**config.mk**
```make
export PLATFORM = sky130hd
export DESIGN_NAME = dhks_fifo
export DESIGN_NICKNAME = d
export VERILOG_FILES = /design/src/design/dhks_pkg.sv /design/src/design/dhks_fifo.sv
export SDC_FILE = /design/constraint.sdc
export NUM_CORES = 1
export LEC_CHECK = 0
export CAP_MARGIN = 20
export CORE_AREA = 2 2 39 41
export DETAILED_ROUTE_END_ITERATION = 8
export DIE_AREA = 0 0 41 43
export DONT_BUFFER_PORTS = 1
export GPL_TIMING_DRIVEN = 0
export PLACE_DENSITY = 0.37
export SYNTH_ARGS = -nofsm -noshare
export SYNTH_HDL_FRONTEND = slang
export SYNTH_SLANG_ARGS = --single-unit
```
**constraint.sdc**
```tcl
create_clock -name clk -period 1.03 [get_ports clk]
set_input_delay 0.1545 -clock clk [delete_from_list [all_inputs] [get_ports clk]]
set_output_delay 0.1545 -clock clk [all_outputs]
set_load 0.005 [all_outputs]
```
**src/design/dhks_pkg.sv**
```systemverilog
package dhks_pkg;

	localparam int CODE_W = 24;
	localparam int LEN_W  = 4;

	localparam logic OP_INSERT = 1'b0;
	localparam logic OP_FIND   = 1'b1;

	typedef struct packed {
		logic              op;
		logic [CODE_W-1:0] seq_code;
		logic [LEN_W-1:0]  seq_len;
	} in_item_t;

	typedef struct packed {
		logic present;
		logic stored;
		logic table_full;
	} out_item_t;

endpackage

```
**src/design/dhks_fifo.sv**
```systemverilog
module dhks_fifo
	import dhks_pkg::*;
#(
	parameter type T     = logic,
	parameter int  DEPTH = 2
) (
	input  logic clk,
	input  logic arst_n,
	input  logic wr,
	input  T     wr_data,
	output logic full,
	input  logic rd,
	output T     rd_data,
	output logic empty
);

	localparam int PTR_W = (DEPTH > 1) ? $clog2(DEPTH) : 1;
	localparam int CNT_W = $clog2(DEPTH + 1);

	T                 entries_q [DEPTH];
	logic [PTR_W-1:0] wr_ptr_q;
	logic [PTR_W-1:0] rd_ptr_q;
	logic [CNT_W-1:0] count_q;

	assign full    = (count_q == CNT_W'(DEPTH));
	assign empty   = (count_q == '0);
	assign rd_data = entries_q[rd_ptr_q];

	always_ff @(posedge clk) begin
		if (wr) begin
			entries_q[wr_ptr_q] <= wr_data;
		end
	end

	always_ff @(posedge clk or negedge arst_n) begin
		if (!arst_n) begin
			wr_ptr_q <= '0;
			rd_ptr_q <= '0;
			count_q  <= '0;
		end else begin
			if (wr) begin
				wr_ptr_q <= (wr_ptr_q == PTR_W'(DEPTH - 1)) ? '0 : wr_ptr_q + PTR_W'(1);
			end
			if (rd) begin
				rd_ptr_q <= (rd_ptr_q == PTR_W'(DEPTH - 1)) ? '0 : rd_ptr_q + PTR_W'(1);
			end
			case ({wr, rd})
				2'b10:   count_q <= count_q + CNT_W'(1);
				2'b01:   count_q <= count_q - CNT_W'(1);
				default: count_q <= count_q;
			endcase
		end
	end

	a_no_overflow: assert property (@(posedge clk) disable iff (!arst_n)
		wr |-> (!full || rd))
		else $error("queue written while full");

	a_no_underflow: assert property (@(posedge clk) disable iff (!arst_n)
		rd |-> !empty)
		else $error("queue read while empty");

endmodule

```
==> metrics, run 1 <==
PwrDens=2600 nW/um2; total die area=1760 um2; setup TNS=-0.0611 ns; min-delay src=wr; wire length per cell=9.11 um; FP Rows=14; Worst EP required=0.88 ns; area of the multi-input gates=97.6 um2; DRT antenna net count=0; gpl congestion=0.541; Cell Chain, Critical Path=mux2_4; Seq pwr share=44.1%; Synth Area in XOR/XNOR=17.0%; diode count=0; leakage=0.160 nW; pin count of the biggest net entering global routing=5; clk_skew=0.000124 ns; PortBufs=0; Post-Route WL=410 um; vias per inst=3.42; simple-gate share of the synthesized area=10.2%; failing checks=setup timing; family with the most delay on the worst path=flip-flops; Final Hold Viols=0; Design Area, Final=367 um2; initial DRC count=0; max_slew headroom=86.4%; Yosys reg bits=6; GRT Overall Usage=6.66%; clock power share=24.8%; vias in the first global route=175; DRC errors left=0; Post-DP Area=278 um2; HP Class=input pin to flip-flop; Slew Viols, Final=0; H-tree depth=1; Post-Syn Area=258 um2; multiplexer share of the synthesized area=4.37%; CP Class=flip-flop to output pin; MaxCap Viol Count=0; Die Wd=41 um; remaining global-route overflow=0; Final min period=1.09 ns; Synth cell types=10; FF-to-FF End=count_q[1]; Reg area=160 um2; largest family of logic cells by synthesized area=XOR/XNOR gates; DIE HEIGHT=43 um; hold path depth=1; Reg clk slew, reported paths=0.05 ns; Initial Util=18.6%; IO Pins=8; synth-to-layout area growth=42.2%; Synth Area in Adders=4.85%; hold slack=0.138 ns; outcome=complete, but fails checks; CTS max path bufs=2; Synth Area in Compound Gates=0%; VDD IR max=447 uV; Least-Margin Pin Slew=0.204 ns; TritonRoute pass-1 iters=1; fmax=0.917 GHz; layout cells sized above 1=24.1%; Critical Path Fanout Max=2; Cell Count, Final, Fillers Out=45; Gate power share=31.1%; Core Region=1380 um2; Worst Reg-to-Reg Cells=4; clk_lat worst skew=0.24 ns; Post-Synthesis Cells=19; r2r setup slk=0.04 ns; slowest CP cell=dfrtp_1; # setup viols final=1; antenna violations before repair=0; CP Buf/Inv Count=0; CTS tree=done; clock root buffer=clkbuf_4; fin crit share=106%; Cells after DPL=35; Hold EP=entries_q[1]; via count=154; CP Launch Type=flip-flop; RSZ-0062 raised after global routing=true; CTS sink cnt=6; Yosys warning count=0; CP peak stage delay=0.39 ns; sequential area share after synthesis=62.1%; worst endpoint data arrival time=0.94 ns; Internal Power=0.687 mW; Critical Path Sink Type=output pin; TritonCTS Buffers=3; net switching power=0.268 mW; Util after Layout=26.5%; global-route wire length before repair=662 um; Fill cells=145; syn avg cell area=13.6 um2; Net Sw Frac=28.0%; Final WS setup=-0.0611 ns; Final nets=36; worst r2r src=count_q[0]; syn_nets=25
## metrics by stage
step | setup WS (ns) | power, mW
after floorplan | 0.176 | 0.583
after global placement | 0.138 | 0.614
after detailed placement | 0.128 | 0.619
after CTS | -0.0743 | 0.954
after global routing | -0.0983 | 1.03
final | -0.0611 | 0.955
## worst max-delay path by stage
stage / start / end / slack [ns] / depth (start not counted)
finish: rd_ptr_q / rd_data / -0.06 / 1
global route: rd_ptr_q / rd_data / -0.1 / 1
CTS: rd_ptr_q / rd_data / -0.07 / 1
detailed placement: count_q[0] / count_q[1] / 0.13 / 3
global placement: count_q[0] / count_q[1] / 0.14 / 3
floorplan: count_q[0] / count_q[1] / 0.18 / 3
## cells in the final DEF, fill, tap and decap left out
cell type / n
dfrtp_1: 4
dlygate4sd3_1: 4
nor2_1: 3
xor2_1: 3
clkbuf_4: 3
xnor2_1: 2
edfxtp_1: 2
inv_1: 1
and2_1: 1
and2b_2: 1
mux2_4: 1
ha_1: 1
clkbuf_1: 1
buf_4: 1
buf_6: 1
## kinds of logic after synthesis
logic type / Yosys count
buffers and inverters: 1
flip-flops: 6
AND/OR/NAND/NOR: 5
XOR/XNOR: 5
multiplexers: 1
adder cells (fa/ha/maj): 1
## Yosys cell counts
cell type / instances / area, um2
inv_1: 1 / 3.75
xor2_1: 3 / 26.3
and2b_2: 1 / 8.76
mux2_2: 1 / 11.3
edfxtp_1: 2 / 60.1
nor2_1: 3 / 11.3
xnor2_1: 2 / 17.5
dfrtp_1: 4 / 100
and2_1: 1 / 6.26
ha_1: 1 / 12.5
## cell type report
cell class / instances / share of cell area [%]
sequential: 6 / 43.7
inverter: 1 / 1.02
timing repair buffer: 6 / 16.0
multi-input combinational: 12 / 26.6
clock buffer: 4 / 7.17
tap: 16 / 5.46
## flip-flops by register name, summed over array words and instances (netlist names)
name / count
count_q: 2
rd_ptr_q: 1
wr_ptr_q: 1
entries_q: 2
## power groups by stage
| stage | sequential (mW) | combinational [mW] | clock, mW |
|---|---|---|---|
| 5_1_grt | 0.433 | 0.323 | 0.278 |
| 4_1_cts | 0.418 | 0.288 | 0.248 |
| 6_report | 0.421 | 0.297 | 0.237 |
| 3_5_place_dp | 0.431 | 0.187 | 0 |
| 3_3_place_gp | 0.428 | 0.186 | 0 |
| 2_1_floorplan | 0.415 | 0.168 | 0 |
## repair_timing
| item | CTS | global route |
|---|---|---|
| hold buffers | 4 | 0 |
| hold endpoints to repair | 8 | 0 |
| pin swaps | 0 | 0 |
| endpoints found under the setup margin | 2 | 3 |
| setup buffers | 2 | 0 |
| gates resized for setup | 1 | 1 |
## per-layer routing
metal,up-vias,routed length [um],track usage (%),share of wire (%)
li1,80,-,-,-
met1,70,168,6.54,41
met2,4,204,7.81,50
met3,0,37,3.14,9.0
met4,0,0,10.0,0
met5,-,0,0,0
(Power assumes the default switching activity.)
==> run 2, diff against run 1 <==
clock period = 1.3 ns   (was 1.03 ns; I/O delays follow)
==> metrics, run 2 (synthesized netlist as in run 1, its figures left out) <==
MaxCap Viol Count=0 (unchanged); Cell Chain, Critical Path=mux2_2; gpl congestion=0.541 (unchanged); PwrDens=2160 nW/um2 (-17%); IO Pins=8 (unchanged); most common cell after layout, fill and taps aside=dfrtp_1; Largest regs=count_q x2, entries_q x2; Critical Path Sink Type=output pin; clk_lat worst skew=0.24 ns (about the same); Gate power share=22.2% (-8.9 points); Seq pwr share=50.0% (+5.9 points); Net Sw Frac=28.8% (+0.74 points); synth-to-layout area growth=21.8%; Internal Power=0.483 mW (-30%); PortBufs=0 (unchanged); DRC errors left=0 (unchanged); clk_skew=0.000135 ns (+0.0000108 ns); diode count=0 (unchanged); Die Wd=41 um (unchanged); Critical Path Fanout Max=2 (unchanged); vias in the first global route=164 (-6.3%); fin crit share=88.3%; Post-Route WL=400 um (-2.4%); stages on the worst setup path=1 (unchanged); outcome=complete, no violations; Cells after DPL=35 (unchanged); Worst EP required=1.11 ns (+0.23 ns); Util after Layout=22.7% (-3.8 points); HP Class=input pin to flip-flop; clock root buffer=clkbuf_4; net switching power=0.195 mW (-27%); vias per inst=3.48 (+1.5%); RSZ-0062 raised after global routing=false; DIE HEIGHT=43 um (unchanged); via count=139 (-9.7%); Least-Margin Pin Slew=0.199 ns (-0.00443 ns); CP Buf/Inv Count=0 (unchanged); layout cells sized above 1=20.8% (-3.3 points); Reg clk slew, reported paths=0.05 ns (about the same); CTS sink cnt=6 (unchanged); H-tree depth=1 (unchanged); CTS tree=done; post-CTS sizing=0 (-1); Fill cells=150 (+3.4%); Final min period=1.15 ns; Tot Pwr=0.679 mW (-29%); FP Rows=14 (unchanged); Slew Viols, Final=0 (unchanged); most frequent cells in the layout=dfrtp_1, nor2_1, xor2_1, clkbuf_4; worst endpoint data arrival time=0.95 ns (about the same); max_slew headroom=86.7% (+0.30 points); Worst Reg-to-Reg Cells=3 (-1); total die area=1760 um2 (unchanged); CP Launch Type=flip-flop; global-route wire length before repair=662 um (unchanged); CP Class=flip-flop to output pin; hold path depth=1 (unchanged); TritonCTS Buffers=3 (unchanged); setup TNS=0 ns (+0.0611 ns); initial DRC count=3 (+3); Final Hold Viols=0 (unchanged); CTS max path bufs=2 (unchanged); # setup viols final=0 (-1); Initial Util=18.6% (unchanged); slowest CP cell=dfrtp_1; pin count of the biggest net entering global routing=5 (unchanged); wire length per cell=10.0 um (+9.8%); leakage=0.133 nW (-17%); VDD IR max=345 uV (-23%); clock power share=27.7% (+2.9 points); DRT antenna net count=0 (unchanged); Final nets=31 (-14%); antenna violations before repair=0 (unchanged); remaining global-route overflow=0 (unchanged); Cell Count, Final, Fillers Out=40 (-11%); GRT Overall Usage=6.66% (unchanged); fmax=0.872 GHz; hold slack=0.0358 ns (-0.102 ns); CP peak stage delay=0.36 ns (-0.03 ns); Core Region=1380 um2 (unchanged); TritonRoute pass-1 iters=3 (+2); family with the most delay on the worst path=flip-flops
run 2: repair_timing:
action                                 CTS  global route
setup endpoints to repair                0             0
endpoints found under the hold margin    4             0
setup buffers                            0             0
hold buffers                             1             0
run 2: power by group through the flow:
stage	Combinational, mW	Clock, mW	Sequential, mW
global placement	0.147	0	0.339
global route	0.170	0.221	0.348
finish	0.151	0.188	0.339
CTS	0.156	0.196	0.341
detailed placement	0.148	0	0.342
floorplan	0.133	0	0.329
run 2: final cells by class:
class                           count  area (um2)  area share [%]
Multi-Input combinational cell     12        93.8            29.9
Tap cell                           16        20.0            6.37
Clock buffer                        4        26.3            8.37
Sequential cell                     6         160            51.0
Inverter                            1        3.75            1.20
Timing Repair Buffer                1        10.0            3.19
run 2: through the flow:
| step | setup WS [ns] | instance area (um2) |
|---|---|---|
| 2_1_floorplan | 0.428 | 258 |
| 3_3_place_gp | 0.383 | 278 |
| 3_5_place_dp | 0.366 | 278 |
| 4_1_cts | 0.133 | 314 |
| 5_1_grt | 0.110 | 314 |
| 6_report | 0.153 | 314 |
run 2: per-layer routing:
layer | global-route usage (%) | vias up | routed length, um
li1 | - | 71 | -
met1 | 6.86 | 64 | 164
met2 | 7.50 | 4 | 192
met3 | 3.14 | 0 | 44
met4 | 10.0 | 0 | 0
met5 | 0 | - | 0
run 2: worst paths after layout:
path / from / end / slack [ns]
min: wr / wr_ptr_q / 0.04
max reg2reg: count_q[0] / count_q[1] / 0.39
min reg2reg: rd_ptr_q / rd_ptr_q / 0.48
max: rd_ptr_q / rd_data / 0.15
min in group asynchronous: arst_n / wr_ptr_q / 0.22
max in group asynchronous: arst_n / count_q[0] / 0.90
run 2: worst reg2reg max path, cell delays in order, from the launching register on:
cell and delay (ns):
dfrtp_1 0.42, xnor2_1 0.14, nor2_1 0.11, xor2_1 0.16
